**config.mk**
```make
export PLATFORM = sky130hd
export DESIGN_NAME = touchpad_packet_scaler
export DESIGN_NICKNAME = d
export VERILOG_FILES = /design/src/hw/rtl/tpps_pkg.sv /design/src/hw/rtl/tpps_front.sv /design/src/hw/rtl/tpps_fifo.sv /design/src/hw/rtl/tpps_back.sv /design/src/hw/rtl/touchpad_packet_scaler.sv
export SDC_FILE = /design/constraint.sdc
export NUM_CORES = 1
export LEC_CHECK = 0
export ABC_AREA = 1
export BUFFER_PORTS_ARGS = -buffer_cell sky130_fd_sc_hd__buf_2
export CELL_PAD_IN_SITES_DETAIL_PLACEMENT = 0
export CELL_PAD_IN_SITES_GLOBAL_PLACEMENT = 2
export CORE_MARGIN = 2
export CORE_UTILIZATION = 39
export DETAILED_ROUTE_END_ITERATION = 8
export GPL_TIMING_DRIVEN = 0
export PLACE_DENSITY = 0.87
export SYNTH_ARGS = -nofsm -noshare
export SYNTH_HDL_FRONTEND = slang
export SYNTH_HIERARCHICAL = 1
export SYNTH_SLANG_ARGS = --single-unit
```
**constraint.sdc**
```tcl
create_clock -name i_clk -period 9.3 [get_ports i_clk]
set_input_delay 0.465 -clock i_clk [delete_from_list [all_inputs] [get_ports i_clk]]
set_output_delay 0.465 -clock i_clk [all_outputs]
set_load 0.03 [all_outputs]
```
**src/hw/rtl/tpps_pkg.sv**
```systemverilog
// tpps_pkg: constants, configuration codes and shared types of the touchpad packet scaler.
// No dependencies; imported by every module of the block.
`timescale 1ns / 1ps

package tpps_pkg;

    localparam int MAX_FINGERS = 16;
    localparam int X_SPAN      = 1280;
    localparam int Y_SPAN      = 800;
    localparam int FORCE_SPAN  = 256;
    localparam int WIDTH_SPAN  = 16;

    localparam int HDR_LEN = 26;
    localparam int REC_LEN = 28;
    localparam int MAX_LEN = HDR_LEN + REC_LEN * MAX_FINGERS;

    localparam int BW = $clog2(MAX_LEN + 1);
    localparam int PW = $clog2(REC_LEN);
    localparam int FW = $clog2(MAX_FINGERS + 1);

    localparam int SPAN_XY   = (X_SPAN > Y_SPAN) ? X_SPAN : Y_SPAN;
    localparam int SPAN_FW   = (FORCE_SPAN > WIDTH_SPAN) ? FORCE_SPAN : WIDTH_SPAN;
    localparam int SPAN_MAX  = (SPAN_XY > SPAN_FW) ? SPAN_XY : SPAN_FW;
    localparam int QW        = ($clog2(SPAN_MAX) > 2) ? $clog2(SPAN_MAX) : 2;
    localparam int SW        = $clog2(SPAN_MAX + 1);
    localparam int MW        = 17;

    localparam int CW  = 16;
    localparam int CIW = 3;
    localparam int QD  = 2;

    localparam logic [CIW-1:0] CFG_X_MIN       = 3'd0;
    localparam logic [CIW-1:0] CFG_X_MAX       = 3'd1;
    localparam logic [CIW-1:0] CFG_Y_MIN       = 3'd2;
    localparam logic [CIW-1:0] CFG_Y_MAX       = 3'd3;
    localparam logic [CIW-1:0] CFG_FORCE_RANGE = 3'd4;
    localparam logic [CIW-1:0] CFG_SIZE_RANGE  = 3'd5;

    localparam logic [CW-1:0] X_MIN_RST       = 16'(-4824);
    localparam logic [CW-1:0] X_MAX_RST       = 16'(5342);
    localparam logic [CW-1:0] Y_MIN_RST       = 16'(-172);
    localparam logic [CW-1:0] Y_MAX_RST       = 16'(5820);
    localparam logic [CW-1:0] FORCE_RANGE_RST = 16'(256);
    localparam logic [CW-1:0] SIZE_RANGE_RST  = 16'(2048);

    typedef struct packed {
        logic [CW-1:0] x_min;
        logic [CW-1:0] x_max;
        logic [CW-1:0] y_min;
        logic [CW-1:0] y_max;
        logic [CW-1:0] force_range;
        logic [CW-1:0] size_range;
    } t_cfg;

    typedef struct packed {
        logic          bad;
        logic [FW-1:0] fingers;
        logic [15:0]   raw_force;
        logic [15:0]   raw_size;
        logic [15:0]   raw_x;
        logic [15:0]   raw_y;
    } t_pkt;

    typedef struct packed {
        logic full;
        logic empty;
    } t_q_stat;

endpackage

```
**src/hw/rtl/tpps_front.sv**
```systemverilog
// tpps_front: byte parser; tracks report length and record phase, captures finger 0 words.
// Depends on tpps_pkg; queues a summary at every report end but the first after reset.
`timescale 1ns / 1ps

module tpps_front (
    input  logic             i_clk,
    input  logic             i_rst_n,
    input  logic             i_take,
    input  logic [7:0]       i_data_byte,
    input  logic             i_last_byte,
    output logic             o_push,
    output tpps_pkg::t_pkt   o_pkt
);
    import tpps_pkg::*;

    logic [BW-1:0] r_byte_index, n_byte_index;
    logic [PW-1:0] r_phase, n_phase;
    logic [FW-1:0] r_fingers, n_fingers;
    logic          r_ovf, n_ovf;
    logic          r_seen, n_seen;
    logic [15:0]   r_raw_force, n_raw_force;
    logic [15:0]   r_raw_size, n_raw_size;
    logic [15:0]   r_raw_x, n_raw_x;
    logic [15:0]   r_raw_y, n_raw_y;

    always_comb begin
        n_byte_index = r_byte_index;
        n_phase      = r_phase;
        n_fingers    = r_fingers;
        n_ovf        = r_ovf;
        n_seen       = r_seen;
        n_raw_force  = r_raw_force;
        n_raw_size   = r_raw_size;
        n_raw_x      = r_raw_x;
        n_raw_y      = r_raw_y;
        o_push       = 1'b0;
        o_pkt        = '0;
        if (i_take) begin
            if (!r_ovf) begin
                case (r_byte_index)
                    BW'(HDR_LEN + 2):  n_raw_x[7:0]      = i_data_byte;
                    BW'(HDR_LEN + 3):  n_raw_x[15:8]     = i_data_byte;
                    BW'(HDR_LEN + 4):  n_raw_y[7:0]      = i_data_byte;
                    BW'(HDR_LEN + 5):  n_raw_y[15:8]     = i_data_byte;
                    BW'(HDR_LEN + 10): n_raw_size[7:0]   = i_data_byte;
                    BW'(HDR_LEN + 11): n_raw_size[15:8]  = i_data_byte;
                    BW'(HDR_LEN + 16): n_raw_force[7:0]  = i_data_byte;
                    BW'(HDR_LEN + 17): n_raw_force[15:8] = i_data_byte;
                    default: ;
                endcase
                if (r_byte_index >= BW'(MAX_LEN)) begin
                    n_ovf = 1'b1;
                end else begin
                    n_byte_index = r_byte_index + 1'b1;
                    if (r_byte_index >= BW'(HDR_LEN)) begin
                        if (r_phase == PW'(REC_LEN - 1)) begin
                            n_phase   = '0;
                            n_fingers = r_fingers + 1'b1;
                        end else begin
                            n_phase = r_phase + 1'b1;
                        end
                    end
                end
            end
            if (i_last_byte) begin
                o_push          = r_seen;
                o_pkt.bad       = n_ovf || (n_byte_index < BW'(HDR_LEN)) || (n_phase != '0);
                o_pkt.fingers   = n_fingers;
                o_pkt.raw_force = n_raw_force;
                o_pkt.raw_size  = n_raw_size;
                o_pkt.raw_x     = n_raw_x;
                o_pkt.raw_y     = n_raw_y;
                n_seen          = 1'b1;
                n_byte_index    = '0;
                n_phase         = '0;
                n_fingers       = '0;
                n_ovf           = 1'b0;
            end
        end
    end

    always_ff @(posedge i_clk) begin
        if (!i_rst_n) begin
            r_byte_index <= '0;
            r_phase      <= '0;
            r_fingers    <= '0;
            r_ovf        <= 1'b0;
            r_seen       <= 1'b0;
            r_raw_force  <= '0;
            r_raw_size   <= '0;
            r_raw_x      <= '0;
            r_raw_y      <= '0;
        end else begin
            r_byte_index <= n_byte_index;
            r_phase      <= n_phase;
            r_fingers    <= n_fingers;
            r_ovf        <= n_ovf;
            r_seen       <= n_seen;
            r_raw_force  <= n_raw_force;
            r_raw_size   <= n_raw_size;
            r_raw_x      <= n_raw_x;
            r_raw_y      <= n_raw_y;
        end
    end

endmodule

```
**src/hw/rtl/tpps_fifo.sv**
```systemverilog
// tpps_fifo: short queue of report summaries between parser and scaling back end.
// Depends on tpps_pkg for the entry type and depth.
`timescale 1ns / 1ps

module tpps_fifo (
    input  logic              i_clk,
    input  logic              i_rst_n,
    input  logic              i_push,
    input  tpps_pkg::t_pkt    i_pkt,
    input  logic              i_pop,
    output tpps_pkg::t_pkt    o_head,
    output tpps_pkg::t_q_stat o_stat
);
    import tpps_pkg::*;

    localparam int QAW = (QD > 1) ? $clog2(QD) : 1;
    localparam int QCW = $clog2(QD + 1);

    t_pkt           r_mem [QD];
    logic [QAW-1:0] r_wr, n_wr;
    logic [QAW-1:0] r_rd, n_rd;
    logic [QCW-1:0] r_count, n_count;

    always_comb begin
        n_wr    = r_wr;
        n_rd    = r_rd;
        n_count = r_count;
        if (i_push) begin
            n_wr = (r_wr == QAW'(QD - 1)) ? '0 : r_wr + 1'b1;
        end
        if (i_pop) begin
            n_rd = (r_rd == QAW'(QD - 1)) ? '0 : r_rd + 1'b1;
        end
        case ({i_push, i_pop})
            2'b10:   n_count = r_count + 1'b1;
            2'b01:   n_count = r_count - 1'b1;
            default: n_count = r_count;
        endcase
    end

    always_ff @(posedge i_clk) begin
        if (!i_rst_n) begin
            r_wr    <= '0;
            r_rd    <= '0;
            r_count <= '0;
        end else begin
            r_wr    <= n_wr;
            r_rd    <= n_rd;
            r_count <= n_count;
        end
        if (i_push) begin
            r_mem[r_wr] <= i_pkt;
        end
    end

    assign o_head       = r_mem[r_rd];
    assign o_stat.full  = (r_count == QCW'(QD));
    assign o_stat.empty = (r_count == '0);

endmodule

```
**src/hw/rtl/tpps_back.sv**
```systemverilog
// tpps_back: scaling back end; four clamped scalings through one shared restoring divider.
// Depends on tpps_pkg; drains the report queue and holds the registered result item.
`timescale 1ns / 1ps

module tpps_back (
    input  logic              i_clk,
    input  logic              i_rst_n,
    input  tpps_pkg::t_cfg    i_cfg,
    input  tpps_pkg::t_q_stat i_q_stat,
    input  tpps_pkg::t_pkt    i_head,
    output logic              o_pop,
    input  logic              i_out_stall,
    output logic              o_out_valid,
    output logic              o_status,
    output logic [4:0]        o_finger_count,
    output logic              o_touch_valid,
    output logic [7:0]        o_pressure,
    output logic [3:0]        o_tool_width,
    output logic [10:0]       o_x_pos,
    output logic [9:0]        o_y_pos,
    output logic [1:0]        o_tool_class
);
    import tpps_pkg::*;

    localparam int NJOB = 4;
    localparam int JW   = $clog2(NJOB);
    localparam int CNTW = $clog2(QW);

    localparam logic [JW-1:0] JOB_FORCE = 2'd0;
    localparam logic [JW-1:0] JOB_SIZE  = 2'd1;
    localparam logic [JW-1:0] JOB_X     = 2'd2;
    localparam logic [JW-1:0] JOB_Y     = 2'd3;

    typedef enum logic [2:0] {
        S_IDLE,
        S_LOAD,
        S_MUL,
        S_DIV,
        S_STORE,
        S_OUT
    } t_state;

    t_state          r_state, n_state;
    logic [JW-1:0]   r_job, n_job;
    t_pkt            r_pkt, n_pkt;
    logic [MW-1:0]   r_mag_num, n_mag_num;
    logic [MW-1:0]   r_mag_den, n_mag_den;
    logic            r_zero, n_zero;
    logic            r_sat, n_sat;
    logic [MW-1:0]   r_rem, n_rem;
    logic [QW-1:0]   r_low, n_low;
    logic [CNTW-1:0] r_cnt, n_cnt;
    logic [QW-1:0]   r_res [NJOB];
    logic [QW-1:0]   n_res [NJOB];
    logic            r_out_valid, n_out_valid;
    logic            r_status, n_status;
    logic [4:0]      r_finger_count, n_finger_count;
    logic            r_touch_valid, n_touch_valid;
    logic [7:0]      r_pressure, n_pressure;
    logic [3:0]      r_tool_width, n_tool_width;
    logic [10:0]     r_x_pos, n_x_pos;
    logic [9:0]      r_y_pos, n_y_pos;
    logic [1:0]      r_tool_class, n_tool_class;

    logic [MW-1:0]    num, den, abs_num, abs_den;
    logic [SW-1:0]    span;
    logic [MW+SW-1:0] prod;
    logic [MW:0]      trial;
    logic             qbit;
    logic             has_touch;

    always_comb begin
        case (r_job)
            JOB_FORCE: span = SW'(FORCE_SPAN);
            JOB_SIZE:  span = SW'(WIDTH_SPAN);
            JOB_X:     span = SW'(X_SPAN);
            JOB_Y:     span = SW'(Y_SPAN);
            default:   span = SW'(FORCE_SPAN);
        endcase
    end

    always_comb begin
        case (r_job)
            JOB_FORCE: begin
                num = {r_pkt.raw_force[15], r_pkt.raw_force};
                den = {1'b0, i_cfg.force_range};
            end
            JOB_SIZE: begin
                num = {r_pkt.raw_size[15], r_pkt.raw_size};
                den = {1'b0, i_cfg.size_range};
            end
            JOB_X: begin
                num = {r_pkt.raw_x[15], r_pkt.raw_x} - {i_cfg.x_min[15], i_cfg.x_min};
                den = {i_cfg.x_max[15], i_cfg.x_max} - {i_cfg.x_min[15], i_cfg.x_min};
            end
            JOB_Y: begin
                num = {i_cfg.y_max[15], i_cfg.y_max} - {r_pkt.raw_y[15], r_pkt.raw_y};
                den = {i_cfg.y_max[15], i_cfg.y_max} - {i_cfg.y_min[15], i_cfg.y_min};
            end
            default: begin
                num = '0;
                den = '0;
            end
        endcase
        abs_num = num[MW-1] ? (~num + 1'b1) : num;
        abs_den = den[MW-1] ? (~den + 1'b1) : den;
    end

    assign prod      = (MW+SW)'(r_mag_num) * (MW+SW)'(span);
    assign trial     = {r_rem, r_low[QW-1]};
    assign qbit      = (trial >= {1'b0, r_mag_den});
    assign has_touch = !r_pkt.bad && (r_pkt.fingers != '0);

    always_comb begin
        n_state        = r_state;
        n_job          = r_job;
        n_pkt          = r_pkt;
        n_mag_num      = r_mag_num;
        n_mag_den      = r_mag_den;
        n_zero         = r_zero;
        n_sat          = r_sat;
        n_rem          = r_rem;
        n_low          = r_low;
        n_cnt          = r_cnt;
        n_res          = r_res;
        n_out_valid    = r_out_valid && i_out_stall;
        n_status       = r_status;
        n_finger_count = r_finger_count;
        n_touch_valid  = r_touch_valid;
        n_pressure     = r_pressure;
        n_tool_width   = r_tool_width;
        n_x_pos        = r_x_pos;
        n_y_pos        = r_y_pos;
        n_tool_class   = r_tool_class;
        o_pop          = 1'b0;
        case (r_state)
            S_IDLE: begin
                if (!i_q_stat.empty) begin
                    o_pop = 1'b1;
                    n_pkt = i_head;
                    n_job = JOB_FORCE;
                    if (i_head.bad || (i_head.fingers == '0)) begin
                        n_state = S_OUT;
                    end else begin
                        n_state = S_LOAD;
                    end
                end
            end
            S_LOAD: begin
                n_mag_num = abs_num;
                n_mag_den = abs_den;
                n_zero    = (den == '0) || (num == '0) || (num[MW-1] != den[MW-1]);
                n_sat     = (abs_num >= abs_den);
                n_state   = S_MUL;
            end
            S_MUL: begin
                // quotient is below span once |num| < |den|, so the top part starts below den
                n_rem   = prod[QW +: MW];
                n_low   = prod[QW-1:0];
                n_cnt   = CNTW'(QW - 1);
                n_state = (r_zero || r_sat) ? S_STORE : S_DIV;
            end
            S_DIV: begin
                n_rem = qbit ? MW'(trial - {1'b0, r_mag_den}) : trial[MW-1:0];
                n_low = {r_low[QW-2:0], qbit};
                if (r_cnt == '0) begin
                    n_state = S_STORE;
                end else begin
                    n_cnt = r_cnt - 1'b1;
                end
            end
            S_STORE: begin
                if (r_zero) begin
                    n_res[r_job] = '0;
                end else if (r_sat) begin
                    n_res[r_job] = QW'(span - 1'b1);
                end else begin
                    n_res[r_job] = r_low;
                end
                if (r_job == JW'(NJOB - 1)) begin
                    n_state = S_OUT;
                end else begin
                    n_job   = r_job + 1'b1;
                    n_state = S_LOAD;
                end
            end
            S_OUT: begin
                if (!r_out_valid || !i_out_stall) begin
                    n_out_valid    = 1'b1;
                    n_status       = r_pkt.bad;
                    n_finger_count = r_pkt.bad ? 5'd0 : 5'(r_pkt.fingers);
                    n_touch_valid  = has_touch;
                    n_pressure     = has_touch ? 8'(r_res[JOB_FORCE]) : 8'd0;
                    n_tool_width   = has_touch ? 4'(r_res[JOB_SIZE]) : 4'd0;
                    n_x_pos        = has_touch ? 11'(r_res[JOB_X]) : 11'd0;
                    n_y_pos        = has_touch ? 10'(r_res[JOB_Y]) : 10'd0;
                    if (has_touch && !r_pkt.raw_force[15] && (r_pkt.raw_force != '0)) begin
                        n_tool_class = (r_pkt.fingers >= FW'(3)) ? 2'd3 : 2'(r_pkt.fingers);
                    end else begin
                        n_tool_class = 2'd0;
                    end
                    n_state = S_IDLE;
                end
            end
            default: n_state = S_IDLE;
        endcase
    end

    always_ff @(posedge i_clk) begin
        if (!i_rst_n) begin
            r_state     <= S_IDLE;
            r_job       <= '0;
            r_cnt       <= '0;
            r_out_valid <= 1'b0;
        end else begin
            r_state     <= n_state;
            r_job       <= n_job;
            r_cnt       <= n_cnt;
            r_out_valid <= n_out_valid;
        end
        r_pkt          <= n_pkt;
        r_mag_num      <= n_mag_num;
        r_mag_den      <= n_mag_den;
        r_zero         <= n_zero;
        r_sat          <= n_sat;
        r_rem          <= n_rem;
        r_low          <= n_low;
        r_res          <= n_res;
        r_status       <= n_status;
        r_finger_count <= n_finger_count;
        r_touch_valid  <= n_touch_valid;
        r_pressure     <= n_pressure;
        r_tool_width   <= n_tool_width;
        r_x_pos        <= n_x_pos;
        r_y_pos        <= n_y_pos;
        r_tool_class   <= n_tool_class;
    end

    assign o_out_valid    = r_out_valid;
    assign o_status       = r_status;
    assign o_finger_count = r_finger_count;
    assign o_touch_valid  = r_touch_valid;
    assign o_pressure     = r_pressure;
    assign o_tool_width   = r_tool_width;
    assign o_x_pos        = r_x_pos;
    assign o_y_pos        = r_y_pos;
    assign o_tool_class   = r_tool_class;

endmodule

```
**src/hw/rtl/touchpad_packet_scaler.sv**
```systemverilog
// touchpad_packet_scaler: top level; configuration registers, parser, queue and scaling back end.
// Depends on tpps_pkg, tpps_front, tpps_fifo and tpps_back.
`timescale 1ns / 1ps

// Report bytes are taken one per cycle. On the last byte of a report the parser pushes a
// summary into a two-entry queue; the back end scales force, size, x and y one after the
// other through a single restoring divider (11 quotient bits a value, one bit a cycle).
// A value that clamps or comes out zero skips the divide, and a bad or empty report skips
// all four scalings. Input stalls only while the queue holds two reports, which a stream
// of full-length reports does not reach unless the output stalls. The first report after
// reset gives no item.
module touchpad_packet_scaler (
    input  logic                     i_clk,
    input  logic                     i_rst_n,
    input  logic                     i_cfg_we,
    input  logic [tpps_pkg::CIW-1:0] i_cfg_idx,
    input  logic [tpps_pkg::CW-1:0]  i_cfg_data,
    input  logic                     i_in_valid,
    output logic                     o_in_stall,
    input  logic [7:0]               i_data_byte,
    input  logic                     i_last_byte,
    output logic                     o_out_valid,
    input  logic                     i_out_stall,
    output logic                     o_status,
    output logic [4:0]               o_finger_count,
    output logic                     o_touch_valid,
    output logic [7:0]               o_pressure,
    output logic [3:0]               o_tool_width,
    output logic [10:0]              o_x_pos,
    output logic [9:0]               o_y_pos,
    output logic [1:0]               o_tool_class
);
    import tpps_pkg::*;

    t_cfg    r_cfg, n_cfg;
    t_pkt    w_push_pkt, w_head;
    t_q_stat w_q_stat;
    logic    w_take, w_push, w_pop;

    always_comb begin
        n_cfg = r_cfg;
        if (i_cfg_we) begin
            case (i_cfg_idx)
                CFG_X_MIN:       n_cfg.x_min       = i_cfg_data;
                CFG_X_MAX:       n_cfg.x_max       = i_cfg_data;
                CFG_Y_MIN:       n_cfg.y_min       = i_cfg_data;
                CFG_Y_MAX:       n_cfg.y_max       = i_cfg_data;
                CFG_FORCE_RANGE: n_cfg.force_range = i_cfg_data;
                CFG_SIZE_RANGE:  n_cfg.size_range  = i_cfg_data;
                default: ;
            endcase
        end
    end

    always_ff @(posedge i_clk) begin
        if (!i_rst_n) begin
            r_cfg.x_min       <= X_MIN_RST;
            r_cfg.x_max       <= X_MAX_RST;
            r_cfg.y_min       <= Y_MIN_RST;
            r_cfg.y_max       <= Y_MAX_RST;
            r_cfg.force_range <= FORCE_RANGE_RST;
            r_cfg.size_range  <= SIZE_RANGE_RST;
        end else begin
            r_cfg <= n_cfg;
        end
    end

    assign o_in_stall = w_q_stat.full;
    assign w_take     = i_in_valid && !w_q_stat.full;

    tpps_front u_front (
        .i_clk       (i_clk),
        .i_rst_n     (i_rst_n),
        .i_take      (w_take),
        .i_data_byte (i_data_byte),
        .i_last_byte (i_last_byte),
        .o_push      (w_push),
        .o_pkt       (w_push_pkt)
    );

    tpps_fifo u_fifo (
        .i_clk   (i_clk),
        .i_rst_n (i_rst_n),
        .i_push  (w_push),
        .i_pkt   (w_push_pkt),
        .i_pop   (w_pop),
        .o_head  (w_head),
        .o_stat  (w_q_stat)
    );

    tpps_back u_back (
        .i_clk          (i_clk),
        .i_rst_n        (i_rst_n),
        .i_cfg          (r_cfg),
        .i_q_stat       (w_q_stat),
        .i_head         (w_head),
        .o_pop          (w_pop),
        .i_out_stall    (i_out_stall),
        .o_out_valid    (o_out_valid),
        .o_status       (o_status),
        .o_finger_count (o_finger_count),
        .o_touch_valid  (o_touch_valid),
        .o_pressure     (o_pressure),
        .o_tool_width   (o_tool_width),
        .o_x_pos        (o_x_pos),
        .o_y_pos        (o_y_pos),
        .o_tool_class   (o_tool_class)
    );

`ifndef SYNTHESIS
    a_bad_len_zero: assert property (@(posedge i_clk) disable iff (!i_rst_n)
        o_out_valid && o_status |-> o_finger_count == 5'd0 && !o_touch_valid &&
            o_pressure == 8'd0 && o_tool_width == 4'd0 && o_x_pos == 11'd0 &&
            o_y_pos == 10'd0 && o_tool_class == 2'd0)
        else $error("bad length item carries nonzero fields");

    a_no_touch_zero: assert property (@(posedge i_clk) disable iff (!i_rst_n)
        o_out_valid && !o_touch_valid |-> o_tool_class == 2'd0 && o_pressure == 8'd0 &&
            o_x_pos == 11'd0 && o_y_pos == 10'd0)
        else $error("item without touch carries position or class");

    a_touch_fingers: assert property (@(posedge i_clk) disable iff (!i_rst_n)
        o_out_valid && o_touch_valid |-> o_finger_count != 5'd0 && !o_status)
        else $error("touch reported without finger records");
`endif

endmodule
```
==> results.toml <==
[global_route]
grt_remaining_overflow = 0
grtUsageTotal_pct = 22.0
grt_pass1_vias = 25417
grt_pass1_wl_mm = 146
antenna_found_initial = 0
grt_start_max_net_pins = 71

[logic_synthesis]
synth_edf_count = 349
synth_cell_types = 60
synth_cells = 3932
yosys_warnings = 6
syn_area_um2 = 32700
yosysSeqAreaShare_pct = 44.0
synth_fp_nets = 4204
async_flop_share_pct = 0
synth.avg_cell_area_um2 = 8.32
yosys_register_bits = 545
dominantRegCellSynth = "edfxtp_1"

[clock_network]
cts_root_buffer = "clkbuf_16"
cts_tree = "built"
cts-htree-levels = 2
cts_hold_buf = 0
cts_setup_buffers = 0
worstSkewPairLatency_ns = 0.64
cts.clk_slew.worst_paths_ns = 0.06
clk_path_buf_depth = 3
postCtsResizedCells = 0
clock_sinks = 545
numCtsBuffers = 59

[worst_setup_path]
worstPathRequired_ns = 9.68
start_kind = "flip-flop"
cp-end-kind = "flip-flop"
cpLargestDelayFamily = "adder cells"
path_depth = 25
crit_start = "u_back/r_job[1]$_SDFFE_PN0P_"
crit_buf_inv = 6
critPathMaxStageDelay_ns = 0.77
r2r_start = "u_back/r_job[1]$_SDFFE_PN0P_"
crit_top_cell = "ha_1"
worst-path-max-fanout = 10
cp_slowest_cell = "buf_1"
reg2reg_depth = 25
arrival_ns = 7.63
critPathKind = "reg2reg"

[sta]
skew_ns = 0.0227
setup_tns_ns = 0
drv_slew = 0
relSlewSlack_pct = 19.3
report.final.hold_viol_count = 0
setup_viol = 0
worst_pin_slew_ns = 1.21
min_period_ns = 7.24
max_freq_ghz = 0.138
timing.hold.ws_ns = 0.0670
rsz0062_at_grt = "false"
finalCritPeriodShare_pct = 77.9

[power]
powerDensity_nw_per_um2 = 260
ir_drop_uv = 159
p_leak_nw = 16.6

[floorplanning]
die_w_um = 294
num_rows = 106
core_area_um2 = 83400
start_util_pct = 39.2
ios = 77
chipHeight_um = 294
die_area_um2 = 86300

[min_path]
min_path_type = "in2reg"
min_from = "i_cfg_data[1]"
min_path_cells = 3

[final_layout]
areaGrowthSynthToFinish_pct = 12.3
final-seq-area_um2 = 14400
post-route-util_pct = 44.0
multiInputGateArea_um2 = 15500
drive_gt1_share_pct = 10.1
insertedDiodeCount = 0
mostFrequentLayoutCells = "nand2_1 (955), inv_1 (558), nor2_1 (386), edfxtp_1 (349), nand3_1 (317)"
final_common_cell = "nand2_1"
nets = 4351
n_fill_cell = 8334

[routing]
drtIter0Drc = 1911
firstDrtPassIters = 7
drc_errors = 0
antenna_left = 0
avgViaCountPerCell = 5.00
dr_total_vias = 26020
wirelength_mm = 94.7
wl_per_cell_um = 18.2

[run_status]
status = "finished, final reports clean"

[flow_run]
cap_violations = 0

[placed_design]
io_buffers = 76
gp_congestion = 0.888
place_hpwl_mm = 74.7
cells in the mapped netlist (3+ instances only):
library cell / count / area (um^2)
nand3b_1: 25 / 188
a21oi_1: 251 / 1260
nor4_1: 3 / 18.8
buf_1: 9 / 33.8
nand2_1: 955 / 3580
dfxtp_1: 196 / 3920
clkbuf_1: 64 / 240
nor3_4: 3 / 48.8
o31ai_1: 6 / 45.0
xor2_2: 3 / 48.8
nand2_2: 20 / 125
buf_4: 6 / 45.0
o21ai_0: 114 / 571
nand4_1: 43 / 269
xor2_1: 24 / 210
and2_1: 9 / 56.3
nor3_1: 18 / 90.1
buf_6: 11 / 124
a31oi_1: 6 / 37.5
o21ai_1: 19 / 95.1
xnor2_1: 14 / 123
nor2_2: 4 / 25.0
nand3_1: 317 / 1590
or2_1: 3 / 18.8
inv_1: 559 / 2100
fa_1: 46 / 921
nor2_1: 390 / 1460
a21o_1: 5 / 37.5
o22ai_1: 19 / 119
nor2_4: 12 / 135
or2_2: 26 / 163
nand3_2: 6 / 60.1
buf_2: 29 / 145
o211ai_1: 42 / 315
o32ai_1: 3 / 26.3
inv_2: 15 / 56.3
ha_1: 193 / 2410
clkinv_1: 4 / 15.0
nand3_4: 3 / 52.6
mux2_4: 70 / 1050
edfxtp_1: 349 / 10500
a21oi_2: 7 / 61.3
buf_12: 7 / 140
power breakdown:
part	internal, mW	switching, mW
Clock	1.47	1.02
Sequential	3.03	0.171
Combinational	1.38	2.47
per-stage QoR:
stage	std cells	area (um^2)	power, mW	setup slack (ns)
2_1_floorplan	3932	32700	6.01	2.62
3_3_place_gp	5088	34500	7.08	0.928
3_5_place_dp	5098	34700	7.12	2.11
4_1_cts	5209	36700	9.64	2.12
5_1_grt	5209	36700	10.3	1.56
6_report	5209	36700	9.55	2.06
metal layers:
layer  routed length, um  GRT usage [%]  vias up
met3                3880           2.56      121
met2               44000           36.5      524
met5                   0              0        -
met1               44100           30.0    12147
met4                2720           6.78        0
li1                    -              -    13228
layout make-up:
| cell class | count | share of cell area, % |
|---|---|---|
| Timing Repair Buffer | 86 | 1.49 |
| Clock inverter | 43 | 1.46 |
| Buffer | 126 | 1.98 |
| Multi-Input combinational cell | 2683 | 42.1 |
| Inverter | 578 | 5.91 |
| Sequential cell | 545 | 39.2 |
| Clock buffer | 68 | 4.19 |
| Tap cell | 1080 | 3.68 |
flip-flops by register name (all words and copies together) (netlist names), 8 cells and up, named ones only:
signal,cells
r_cfg,96
u_back/o_pressure,8
u_back/o_x_pos,11
u_back/o_y_pos,10
u_back/r_low,11
u_back/r_mag_den,17
u_back/r_mag_num,17
u_back/r_pkt,70
u_back/r_rem,17
u_back/r_res,33
u_fifo/r_mem,140
u_front/r_byte_index,9
u_front/r_raw_force,16
u_front/r_raw_size,16
u_front/r_raw_x,16
u_front/r_raw_y,16
logic make-up (layout without fill, tap and decap cells):
kind of cell             after synthesis  count (layout)  share of synthesized area, %
AND/OR/NAND/NOR                     1845            1845                          24.3
buffers and inverters                704             901                          8.85
flip-flops                           545             545                          44.0
AO/OA/AOI/OAI                        488             488                          8.28
adder cells (fa/ha/maj)              239             239                          10.2
multiplexers                          70              70                          3.21
XOR/XNOR                              41              41                          1.17
tightest hold or removal path, delay by kind of cell:
kind | cells | cell delay, ns
buffers and inverters | 1 | 0.11
AND/OR/NAND/NOR | 2 | 0.11
worst paths after layout:
check,end,slack (ns)
worst max-delay path,u_back/r_rem[12]$_DFFE_PP_,2.06
worst min-delay path,r_cfg[65]$_SDFFE_PN1P_,0.07
worst max register to register,u_back/r_rem[12]$_DFFE_PP_,2.06
worst min register to register,u_front/r_seen$_SDFFE_PN0P_,0.46
Note: power is estimated with default switching activity, not from simulation.
